==> src/achlp_pkg.sv <==
// Package for the ASCII-hex CAN line parser: item types, codes and constants.
package achlp_pkg;

    localparam int DEF_MAX_DATA_BYTES = 8;

    localparam logic [7:0] LINE_END      = 8'h0A;
    localparam logic [7:0] CHAR_UPPER_A  = 8'h41;
    localparam logic [7:0] CHAR_ZERO     = 8'h30;
    localparam logic [7:0] HEX_TEN       = 8'd10;
    localparam logic [5:0] MIN_LINE_LEN  = 6'd7;
    localparam logic [5:0] HEADER_CHARS  = 6'd5;
    localparam logic [5:0] POS_MAX       = 6'd63;
    localparam logic [31:0] FRAME_OVERHEAD = 32'd6;

    localparam logic CMD_CHAR = 1'b0;
    localparam logic CMD_READ = 1'b1;

    localparam logic [1:0] KIND_GOOD    = 2'd0;
    localparam logic [1:0] KIND_BAD_LEN = 2'd1;
    localparam logic [1:0] KIND_COUNT   = 2'd2;

    typedef struct packed {
        logic       cmd;
        logic [7:0] char_in;
    } char_item_t;

    typedef struct packed {
        logic [1:0]  result_kind;
        logic [7:0]  bus_id;
        logic [15:0] frame_id;
        logic [3:0]  length_code;
        logic [63:0] payload;
        logic [31:0] byte_count;
    } res_item_t;

endpackage

==> src/ascii_hex_can_line_parser.sv <==
// Top level of the ASCII-hex CAN line parser.
//
//  channel | direction | handshake              | payload
//  char    | in        | char_valid/char_ready  | char_item (cmd, char_in)
//  res     | out       | res_valid/res_ready    | res_item (kind, ids, payload, count)
//
// One item is taken per cycle while char_ready is high; a line end or a read command
// yields a result in the output register, or in a second output stage that holds one
// more result while res_ready is low, so char_ready drops only when both are full.
// Reset (rst_n low, asynchronous) clears the line position, the held frame
// data and the byte counter. While the second stage is full every item waits,
// whether or not it causes a result.
module ascii_hex_can_line_parser
    import achlp_pkg::*;
#(
    parameter int MAX_DATA_BYTES = DEF_MAX_DATA_BYTES
)
(
    input  logic       clk,
    input  logic       rst_n,
    input  logic       char_valid,
    output logic       char_ready,
    input  char_item_t char_item,
    output logic       res_valid,
    input  logic       res_ready,
    output res_item_t  res_item
);

    localparam logic [5:0] MaxLineLen = 6'(5 + 2 * MAX_DATA_BYTES);
    localparam logic [4:0] MaxBytes   = 5'(MAX_DATA_BYTES);

    logic [5:0]  line_position_reg, line_position_next;
    logic [7:0]  held_bus_id_reg, held_bus_id_next;
    logic [15:0] held_frame_id_reg, held_frame_id_next;
    logic [63:0] held_payload_reg, held_payload_next;
    logic [63:0] line_payload_reg, line_payload_next;
    logic [3:0]  pending_nibble_reg, pending_nibble_next;
    logic [31:0] received_bytes_reg, received_bytes_next;

    logic        res_valid_reg;
    res_item_t   res_item_reg;
    logic        skid_valid_reg;
    res_item_t   skid_item_reg;

    logic        accept;
    logic        take;
    logic        have_res;
    res_item_t   new_res;
    logic [3:0]  digit;
    logic [5:0]  p;
    logic [3:0]  dlc;
    logic [63:0] keep_mask;
    logic [4:0]  byte_idx;
    logic [5:0]  data_off;
    logic [5:0]  dlc_full;
    logic        len_bad;

    assign char_ready = !skid_valid_reg;
    assign accept     = char_valid && char_ready;
    assign take       = res_valid_reg && res_ready;
    assign res_valid  = res_valid_reg;
    assign res_item   = res_item_reg;
    assign p          = line_position_reg;

    // digit value taken mod 16 for any character
    always_comb
    begin
        if (char_item.char_in >= CHAR_UPPER_A)
            digit = 4'(char_item.char_in - CHAR_UPPER_A + HEX_TEN);
        else
            digit = 4'(char_item.char_in - CHAR_ZERO);
    end

    always_comb
    begin
        data_off = p - HEADER_CHARS - 6'd1;
        byte_idx = data_off[5:1];
        dlc_full = (p - HEADER_CHARS) >> 1;
        dlc      = dlc_full[3:0];
        len_bad  = (p < MIN_LINE_LEN) || (p > MaxLineLen) || !p[0];
        for (int i = 0; i < 8; i++)
            keep_mask[8*i +: 8] = (4'(i) < dlc) ? 8'hFF : 8'h00;
    end

    always_comb
    begin
        line_position_next  = line_position_reg;
        held_bus_id_next    = held_bus_id_reg;
        held_frame_id_next  = held_frame_id_reg;
        held_payload_next   = held_payload_reg;
        line_payload_next   = line_payload_reg;
        pending_nibble_next = pending_nibble_reg;
        received_bytes_next = received_bytes_reg;
        have_res            = 1'b0;
        new_res             = '0;

        if (accept)
        begin
            if (char_item.cmd == CMD_READ)
            begin
                have_res               = 1'b1;
                new_res.result_kind    = KIND_COUNT;
                new_res.byte_count     = received_bytes_reg;
                received_bytes_next    = '0;
            end
            else if (char_item.char_in == LINE_END)
            begin
                have_res           = 1'b1;
                line_position_next = '0;
                if (len_bad)
                begin
                    new_res.result_kind = KIND_BAD_LEN;
                end
                else
                begin
                    held_payload_next   = (held_payload_reg & ~keep_mask)
                                        | (line_payload_reg & keep_mask);
                    received_bytes_next = received_bytes_reg + 32'(dlc) + FRAME_OVERHEAD;
                    new_res.result_kind = KIND_GOOD;
                    new_res.bus_id      = held_bus_id_reg;
                    new_res.frame_id    = held_frame_id_reg;
                    new_res.length_code = dlc;
                    new_res.payload     = held_payload_next;
                end
            end
            else
            begin
                if (p == 6'd0)
                    held_bus_id_next = char_item.char_in;
                else if (p < HEADER_CHARS)
                    held_frame_id_next[4*(3'd4 - p[2:0]) +: 4] = digit;
                else if (p[0])
                    pending_nibble_next = digit;
                else if (byte_idx < MaxBytes)
                    line_payload_next[8*byte_idx[2:0] +: 8] = {pending_nibble_reg, digit};

                if (p < POS_MAX)
                    line_position_next = p + 6'd1;
            end
        end
    end

    always_ff @(posedge clk or negedge rst_n)
    begin
        if (!rst_n)
        begin
            line_position_reg  <= '0;
            held_bus_id_reg    <= '0;
            held_frame_id_reg  <= '0;
            held_payload_reg   <= '0;
            line_payload_reg   <= '0;
            pending_nibble_reg <= '0;
            received_bytes_reg <= '0;
            res_valid_reg      <= 1'b0;
            skid_valid_reg     <= 1'b0;
        end
        else
        begin
            line_position_reg  <= line_position_next;
            held_bus_id_reg    <= held_bus_id_next;
            held_frame_id_reg  <= held_frame_id_next;
            held_payload_reg   <= held_payload_next;
            line_payload_reg   <= line_payload_next;
            pending_nibble_reg <= pending_nibble_next;
            received_bytes_reg <= received_bytes_next;

            if (skid_valid_reg)
            begin
                // advance the held item once the output stage drains
                if (take)
                begin
                    res_valid_reg  <= 1'b1;
                    skid_valid_reg <= 1'b0;
                end
            end
            else if (have_res)
            begin
                if (!res_valid_reg || take)
                    res_valid_reg <= 1'b1;
                else
                    skid_valid_reg <= 1'b1;
            end
            else if (take)
            begin
                res_valid_reg <= 1'b0;
            end
        end
    end

    // payload registers carry no reset
    always_ff @(posedge clk)
    begin
        if (skid_valid_reg)
        begin
            if (take)
                res_item_reg <= skid_item_reg;
        end
        else if (have_res)
        begin
            if (!res_valid_reg || take)
                res_item_reg <= new_res;
            else
                skid_item_reg <= new_res;
        end
    end

endmodule

==> config.mk <==
export PLATFORM = sky130hd
export DESIGN_NAME = ascii_hex_can_line_parser
export DESIGN_NICKNAME = d
export VERILOG_FILES = /design/src/achlp_pkg.sv /design/src/ascii_hex_can_line_parser.sv
export SDC_FILE = /design/constraint.sdc
export NUM_CORES = 1
export LEC_CHECK = 0
export BUFFER_PORTS_ARGS = -buffer_cell sky130_fd_sc_hd__buf_2
export CAP_MARGIN = 25
export CORE_MARGIN = 1
export CORE_UTILIZATION = 54
export DETAILED_ROUTE_END_ITERATION = 8
export GPL_ROUTABILITY_DRIVEN = 1
export GPL_TIMING_DRIVEN = 1
export PLACE_DENSITY = 0.8
export SYNTH_ARGS = -nofsm -noshare
export SYNTH_HDL_FRONTEND = slang
export SYNTH_SLANG_ARGS = --single-unit
==> constraint.sdc <==
create_clock -name clk -period 11.05 [get_ports clk]
set_input_delay 1.105 -clock clk [delete_from_list [all_inputs] [get_ports clk]]
set_output_delay 1.105 -clock clk [all_outputs]
set_load 0.01 [all_outputs]
### After elaboration in Yosys (flattened, before gate mapping)

Cells that the tools add are included.

| cells by class | value |
|---|---|
| multiplexer cells | 39 |
| magnitude comparators | 14 |
| bitwise operators | 12 |
| equality and inequality tests | 4 |
| shift operators | 4 |
| add/sub/neg operators | 11 |
| reductions and logical operators | 24 |

Operators by type and width:

| cell | number |
|---|---|
| $mux W126 | 5 |
| $mux W92 | 2 |
| $and A64 B64 Y64 | 2 |
| $mux W32 | 4 |
| $mux W93 | 1 |
| $bwmux W64 | 1 |
| $mux W8 | 8 |
| $not A64 Y64 | 1 |
| $or A64 B64 Y64 | 1 |
| $shift A8 B34 Y64 const A | 1 |
| $shiftx A8 B34 Y64 | 1 |
| $neg A32 Y34 | 1 |
| $neg A6 Y34 | 1 |
| $shift A4 B34 Y16 const A | 1 |
| $shiftx A4 B34 Y16 | 1 |
| $add A32 B3 Y32 const B | 1 |
| $add A32 B4 Y32 | 1 |
| $bwmux W16 | 1 |
| $lt A3 B4 Y1 const A | 4 |
| $reduce_and A3 Y1 | 5 |
| $mux W1 | 13 |
| $lt A6 B3 Y1 const B | 2 |
| $mux W6 | 2 |
| $reduce_bool A2 Y1 | 5 |
| 27 further kinds | 43 |

| storage, ports and cells | value |
|---|---|
| output and inout port bits | 128 |
| logic and storage cells | 129 |
| bits in registers | 448 |

### Longest topological paths before layout

Gate-level depths: netlist of the first run.

| depth | value |
|---|---|
| depth in word-level cells | 13 |
| mapped depth | 19 |

### Worst setup path before layout of the first run

Ideal clock, no wire load.

| path | value |
|---|---|
| path type | input to register |
| start point | in char_item[4] (netlist bit) |
| end point | reg skid_item_reg[0] (netlist bit) (enable) |
| arrival | 11106 ps |
| setup slack | -847 ps |
| required time | 10259 ps |
| stages | 4 |
| library setup time | 791 ps |
| buffers on the path | 0 |
| cells stage by stage | nor4_2 > and4b_1 > o21ai_0 > nor3b_1 |

| on the way | value |
|---|---|
| longest elaborated chain between the ends | 5 |

RTL lines:

| item | RTL line | RTL |
|---|---|---|
| start, declared | ascii_hex_can_line_parser.sv:23 | `input char_item_t char_item,` |
| $eq A8 B4 Y1 | ascii_hex_can_line_parser.sv:106 | `else if (char_item.char_in == LINE_END)` |
| $mux W1 | ascii_hex_can_line_parser.sv:106 |  |
| $mux W1 | ascii_hex_can_line_parser.sv:99 | `if (char_item.cmd == CMD_READ)` |
| $mux W1 | ascii_hex_can_line_parser.sv:97 | `if (accept)` |
| $reduce_and A3 Y1 (no source line) | - |  |
| end signal, assigned | ascii_hex_can_line_parser.sv:203 | `skid_item_reg <= new_res;` |
| end, declared | ascii_hex_can_line_parser.sv:43 | `res_item_t skid_item_reg;` |

No other way between the ends.
A chain may end at the register's enable or synchronous reset.

### Final worst setup path of the first run

| path | value |
|---|---|
| start point | reg line_position_reg[0] |
| end point | reg received_bytes_reg[26] |

| on the way | value |
|---|---|
| longest elaborated chain between the ends | 6 |
| elaborated cells between the ends (all ways) | 13 |
| those cells by class | add/sub (3); order compare (2); eq/ne (1); mux (3); reduce/logical (4) |

RTL lines:

| item | RTL line | RTL |
|---|---|---|
| start, declared | ascii_hex_can_line_parser.sv:32 | `logic [5:0] line_position_reg, line_position_next;` |
| start signal, assigned | ascii_hex_can_line_parser.sv:159 | `line_position_reg <= line_position_next;` |
| $sub A6 B3 Y6 | ascii_hex_can_line_parser.sv:78 | `dlc_full = (p - HEADER_CHARS) >> 1;` |
| $add A32 B4 Y32 | ascii_hex_can_line_parser.sv:118 | `received_bytes_next = received_bytes_reg + 32'(dlc) + FRAME_OVERHEAD;` |
| $add A32 B3 Y32 | ascii_hex_can_line_parser.sv:118 |  |
| $mux W32 | ascii_hex_can_line_parser.sv:110 | `if (len_bad)` |
| $mux W32 | ascii_hex_can_line_parser.sv:106 |  |
| $mux W32 | ascii_hex_can_line_parser.sv:99 |  |
| end signal, assigned | ascii_hex_can_line_parser.sv:165 | `received_bytes_reg <= received_bytes_next;` |
| end, declared | ascii_hex_can_line_parser.sv:38 | `logic [31:0] received_bytes_reg, received_bytes_next;` |

Parallel ways exist; a longest one is shown, timed or not. The select of a mux whose other input is x is not followed.

==> out/metrics.cfg, run 1 <==
[worst_setup_path]
rr_worst_depth=13
path_class=reg -> reg
end_kind=flop
worstPathRequired_ps=11500
crit_fanout=21
startpoint_type=flop
worstPathCellList=inv_1 > ha_1 > nor2b_1 > nor3_1 > nor2_1 > inv_1 > ha_1 > ha_1 > a21o_1 > a21oi_1 > or4_1 > or3_1 > a21oi_1
cp_slowest_stage_delay_ps=800
cpMostUsedCell=ha_1
cpMaxStageDelayCell=dfrtp_1
cp.arrival_ps=5680

[clock_tree]
ctsResizeCount=0
clock_latency_ps=540
clk_path_buf_depth=3
cts_hold_buf=0
path_clk_slew_ps=60
cts-root-buf=clkbuf_16
cts_setup_buffers=0
ctsHtreeMaxLevel=2
cts_tree=done
clock_sinks=448
numCtsBuffers=44

[detailed_routing]
drc=0
wl_per_cell_um=19.1
drtPass1Iterations=5
routed_wl_um=39000
via_per_inst=5.67
ant_nets=0
drt_iter0_markers=871
route.vias.total=11614

[synth]
netlist_area_mm2=0.0192
syn_avg_cell_area_um2=13.5
synth_edf_count=252
yosys.area_share.adder=0.0153
synth-xor-area-share=0.0168
synthesis.nets=1464
synth-simple-area-share=0.107
ys_seq_elements=448
synth-compound-area-share=0.0726
synthMuxAreaShare=0.118
seq_area_frac_synth=0.648
async_flop_share=0.438
synthCells=1428
synth_ff_type=edfxtp_1
yosys.cell_types.count=61
yosysWarningCount=0
synth_top_family_by_area=multiplexers

[finish]
area_delta_synth_final_pct=13.8
multi_input_area_mm2=0.00638
fillCellCount=2535
num_antenna_cells=0
nets=1595
drive_gt1_frac=0.245
seq_area_mm2=0.0125

[die]
io_pins=141
dieArea_mm2=0.0364
die_h_um=191
rows=68
die_w_um=191
fp.coreArea_mm2=0.0348
initial_core_util=0.553

[sta]
fmax_ghz=0.191
slew_headroom=0.304
skew_ps=22.1
tightestPinTransition_ps=1040
rsz0062_at_grt=false
period_needed_ps=5230
finalHoldViolCount=0
tns_ps=0
finalSetupViolations=0
fin_hold_ws_ps=395
final_max_slew_viol_count=0
fin_crit_sh=0.473

[grt]
grt_pass1_vias=11544
grt_max_degree=121
antenna_found_initial=0
grt_first_pass_wirelength_um=62200
grt_util_all_layers=0.218
grt-ovfl-total=0

[placement]
gp_congestion=0.856
dp_hpwl_um=25100
numPortBuffers=140

[outcome]
status=finished clean

[flow_run]
cap_violations=0

[pwr]
ir_worst_vdd_mv=0.175
p_leak_nw=10.1
power_density_mw_per_mm2=249

[worst_hold_path]
hold_path_class=in -> async

worst max-delay path, delay by kind of cell, from the launching register on:
kind            cells  cell delay (ps)
simple gates        5             1940
buf+inv             2              630
fa+ha+maj           3             1210
flops               1              800
compound gates      3              560
where the power goes:
group,internal [W],switching (W),total (W)
sequential,0.00210,0.000195,0.00229
clock,0.000846,0.000607,0.00145
combinational,0.000639,0.00107,0.00170
path summary, 6_finish.rpt:
kind,from,to,slack (ps)
worst max register to register,line_position_reg[0],received_bytes_reg[26],5820
worst min register to register,held_bus_id_reg[7],held_bus_id_reg[7],500
min in group clk,held_bus_id_reg[7],held_bus_id_reg[7],500
worst max-delay path,line_position_reg[0],received_bytes_reg[26],5820
worst min-delay path,rst_n,line_payload_reg[23],400
max in group asynchronous,rst_n,skid_valid_reg,9840
cell usage in the layout, fill, tap and decap left out, types with 7 or more instances in the layout:
cell type,netlist,final
nand2b_1,9,9
nand4_1,12,12
and2_1,36,36
xnor2_1,30,30
o21ai_0,36,36
edfxtp_1,252,252
buf_4,1,14
nor2_1,119,119
nor3_1,17,17
a21oi_1,18,18
xor2_1,7,7
and3_1,35,35
nor4_1,18,17
nand3_1,21,20
inv_1,38,38
buf_2,17,139
dfrtp_1,196,195
mux2i_1,64,64
clkbuf_16,0,45
ha_1,22,22
a21o_1,115,115
clkbuf_1,51,14
clkbuf_8,0,8
or3_1,7,7
mux2_2,144,144
nand2_1,85,85
cell usage after synthesis (3+ instances only):
cell type	n	area (µm²)
buf_2	17	85.1
o21ai_0	36	180
mux2i_1	64	641
nor3_1	17	85.1
xnor2_1	30	263
o31ai_1	3	22.5
buf_1	4	15.0
a21o_1	115	863
edfxtp_1	252	7570
nor2b_1	6	37.5
nand3_1	21	105
inv_1	38	143
xor2_1	7	61.3
nand3_2	3	30.0
and4b_1	3	30.0
ha_1	22	275
nor2_1	119	447
a2111oi_0	3	26.3
nand2b_1	9	56.3
nand4_1	12	75.1
nor3b_1	3	22.5
mux2_2	144	1620
a31oi_1	4	25.0
a21oi_1	18	90.1
a211oi_1	3	22.5
and3_1	35	219
and4_1	6	52.6
nor4b_1	3	26.3
and2_1	36	225
dfrtp_1	196	4900
o21a_1	3	22.5
clkbuf_1	51	191
or3_1	7	43.8
nor4_1	18	113
nand2_1	85	319
through the flow:
| step | power [W] | worst slack [ps] | instances | cell area [µm²] | util |
|---|---|---|---|---|---|
| 2_1_floorplan | 0.00352 | 2290 | 1428 | 19200 | - |
| 3_3_place_gp | 0.00395 | 6100 | 1964 | 20400 | 0.586 |
| 3_5_place_dp | 0.00400 | 5840 | 1964 | 20400 | 0.586 |
| 4_1_cts | 0.00547 | 5850 | 2044 | 21800 | 0.626 |
| 5_1_grt | 0.00574 | 5380 | 2048 | 21900 | 0.629 |
| 6_report | 0.00545 | 5820 | 2048 | 21900 | 0.629 |
routing by layer:
metal  up-vias  wire (µm)  track usage
met5         -          0            0
li1       5454          -            -
met2       286      18400        0.348
met4         0        962       0.0631
met1      5804      18000        0.311
met3        70       1760       0.0317
cells by family after synthesis:
| logic type | count (synthesis) |
|---|---|
| AOI/OAI and AO/OA | 200 |
| xor gates and xnor gates | 37 |
| adders and majority gates | 23 |
| buffers and inverters | 111 |
| DFF | 448 |
| muxes | 208 |
| and+or+nand+nor | 401 |
layout make-up:
| cell class | count | share of cell area |
|---|---|---|
| Clock inverter | 14 | 0.00594 |
| Timing Repair Buffer | 158 | 0.0422 |
| Tap cell | 455 | 0.0260 |
| Multi-Input combinational cell | 869 | 0.291 |
| Clock buffer | 66 | 0.0582 |
| Inverter | 38 | 0.00651 |
| Sequential cell | 448 | 0.570 |
No activity file was read; power rests on OpenSTA's default activity.
==> inputs of run 2 (changes only) <==
--- a/config.mk
+++ b/config.mk
@@ -8,11 +8,11 @@
 export BUFFER_PORTS_ARGS = -buffer_cell sky130_fd_sc_hd__buf_2
 export CAP_MARGIN = 25
 export CORE_MARGIN = 1
-export CORE_UTILIZATION = 54
+export CORE_UTILIZATION = 60
 export DETAILED_ROUTE_END_ITERATION = 8
 export GPL_ROUTABILITY_DRIVEN = 1
 export GPL_TIMING_DRIVEN = 1
-export PLACE_DENSITY = 0.8
+export PLACE_DENSITY = 0.83
 export SYNTH_ARGS = -nofsm -noshare
 export SYNTH_HDL_FRONTEND = slang
 export SYNTH_SLANG_ARGS = --single-unit
==> constraint.sdc (replaced) <==
create_clock -name clk -period 5.4 [get_ports clk]
set_input_delay 0.54 -clock clk [delete_from_list [all_inputs] [get_ports clk]]
set_output_delay 0.54 -clock clk [all_outputs]
set_load 0.01 [all_outputs]
==> out/metrics.cfg, run 2 (synthesis gave the netlist of run 1 again) <==
[clock_tree]
cts_setup_buffers=0  ; unchanged
cts_hold_buf=0  ; unchanged
clk_path_buf_depth=3  ; unchanged
ctsHtreeMaxLevel=2  ; unchanged
path_clk_slew_ps=60  ; about the same
cts_tree=done
numCtsBuffers=44  ; unchanged
clock_sinks=448  ; unchanged
cts-root-buf=clkbuf_16
ctsResizeCount=0  ; unchanged
clock_latency_ps=540  ; about the same

[detailed_routing]
drt_iter0_markers=850  ; -2.4%
wl_per_cell_um=19.1  ; +0.24%
route.vias.total=11716  ; +0.88%
via_per_inst=5.86  ; +3.4%
drtPass1Iterations=5  ; unchanged
drc=0  ; unchanged
routed_wl_um=38200  ; -2.2%
ant_nets=0  ; unchanged

[die]
rows=65  ; -4.4%
die_h_um=181  ; -5.1%
die_w_um=181  ; -5.1%
io_pins=141  ; unchanged
dieArea_mm2=0.0328  ; -9.9%
initial_core_util=0.610  ; +0.0568
fp.coreArea_mm2=0.0316  ; -9.3%

[finish]
mostFrequentLayoutCells=252 x edfxtp_1, 195 x dfrtp_1, 144 x mux2_2, 139 x buf_2, 119 x nor2_1
drive_gt1_frac=0.243  ; -0.00187
num_antenna_cells=0  ; unchanged
fillCellCount=2151  ; -15%
nets=1597  ; +0.13%
area_delta_synth_final_pct=13.1
layout_commonest_cell=edfxtp_1

[grt]
grt_util_all_layers=0.239  ; +0.0217
grt-ovfl-total=0  ; unchanged
grt_max_degree=127  ; +5.0%
grt_pass1_vias=11848  ; +2.6%
grt_first_pass_wirelength_um=62700  ; +0.71%
antenna_found_initial=0  ; unchanged

[placement]
dp_hpwl_um=24500  ; -2.4%
gp_congestion=0.893  ; +4.4%
numPortBuffers=140  ; unchanged

[sta]
finalSetupViolations=0  ; unchanged
fin_crit_sh=0.895  ; +0.422
fmax_ghz=0.207  ; +8.1%
fin_hold_ws_ps=7.38  ; -388 ps
finalHoldViolCount=0  ; unchanged
skew_ps=20.7  ; -1.41 ps
rsz0062_at_grt=false
slew_headroom=0.332  ; +0.0279
period_needed_ps=4830  ; -394 ps
final_max_slew_viol_count=0  ; unchanged
tns_ps=0  ; unchanged
tightestPinTransition_ps=995  ; -45.6 ps

[worst_setup_path]
worstPathRequired_ps=5810  ; -5690 ps
cp_num_buf_inv=3  ; +1
cpMaxStageDelayCell=dfrtp_1
worstPathCellList=inv_1 > ha_1 > xnor2_1 > inv_1 > nor2_1 > nand2_1 > inv_1 > nand2_1 > ha_1 > nor4b_1 > nand3_1 > a2111oi_0 > and4b_1 > nand3_1 > mux2_2
cpMostUsedCell=inv_1
cp_slowest_stage_delay_ps=790  ; about the same
startpoint_type=flop
path_class=reg -> reg
cp.arrival_ps=5250  ; -430 ps
crit_fanout=21  ; unchanged
crit_family=simple AND/OR/NAND/NOR gates
end_kind=flop

[pwr]
p_leak_nw=10.1  ; -0.20%
power_density_mw_per_mm2=511  ; +110%
total_power_w=0.0111  ; +100%
ir_worst_vdd_mv=0.311  ; +77%

[worst_hold_path]
hold_path_class=in -> async

[flow_run]
cap_violations=0  ; unchanged

[outcome]
status=finished clean

==> run 2: where the power goes <==
part	switching [W]	internal, W
logic	0.00218	0.00133
registers	0.000388	0.00429
clock network	0.00125	0.00169
==> run 2: cell type report <==
type	instances	area, µm²	share of cell area
clock inverter	26	204	0.00937
clock buffer	56	1180	0.0541
sequential	448	12500	0.573
timing repair buffer	160	895	0.0411
inverter	38	143	0.00655
tap	402	503	0.0231
multi-input combinational	869	6360	0.292
==> run 2: final timing paths <==
| check | startpoint | to | slack (ps) | depth (start not counted) |
|---|---|---|---|---|
| max | line_position_reg[0] | held_frame_id_reg[14] | 570 | 15 |
| min in group clk | res_ready | skid_valid_reg | 280 | 2 |
| min | rst_n | held_payload_reg[54] | 7 | 1 |
| max reg2reg | line_position_reg[0] | held_frame_id_reg[14] | 570 | 15 |
| max in group asynchronous | rst_n | received_bytes_reg[5] | 4270 | 2 |
| min reg2reg | received_bytes_reg[1] | received_bytes_reg[1] | 500 | 2 |
==> run 2: through the flow <==
stage,utilization,cells,setup WS (ps),instance area [µm²]
global placement,0.646,1917,1030,20400
finish,0.690,1999,565,21800
CTS,0.690,1999,626,21800
detailed placement,0.646,1917,670,20400
floorplan,-,1428,44.1,19300
global route,0.690,1999,247,21800
==> run 2: worst reg2reg max path: cells and delay by family (launching register included) <==
| kind | cells | cell delay, ps |
|---|---|---|
| multiplexers | 1 | 360 |
| adder cells (fa/ha/maj) | 2 | 600 |
| buffers and inverters | 3 | 540 |
| AND/OR/NAND/NOR | 7 | 1470 |
| AO/OA/AOI/OAI | 1 | 560 |
| XOR/XNOR | 1 | 410 |
| flip-flops | 1 | 790 |
==> run 2: metal layers <==
metal	GRT usage	up-vias	share of wire
li1	-	5460	-
met1	0.341	5897	0.46
met2	0.386	283	0.48
met3	0.0355	76	0.039
met4	0.0702	0	0.025
met5	0	-	0
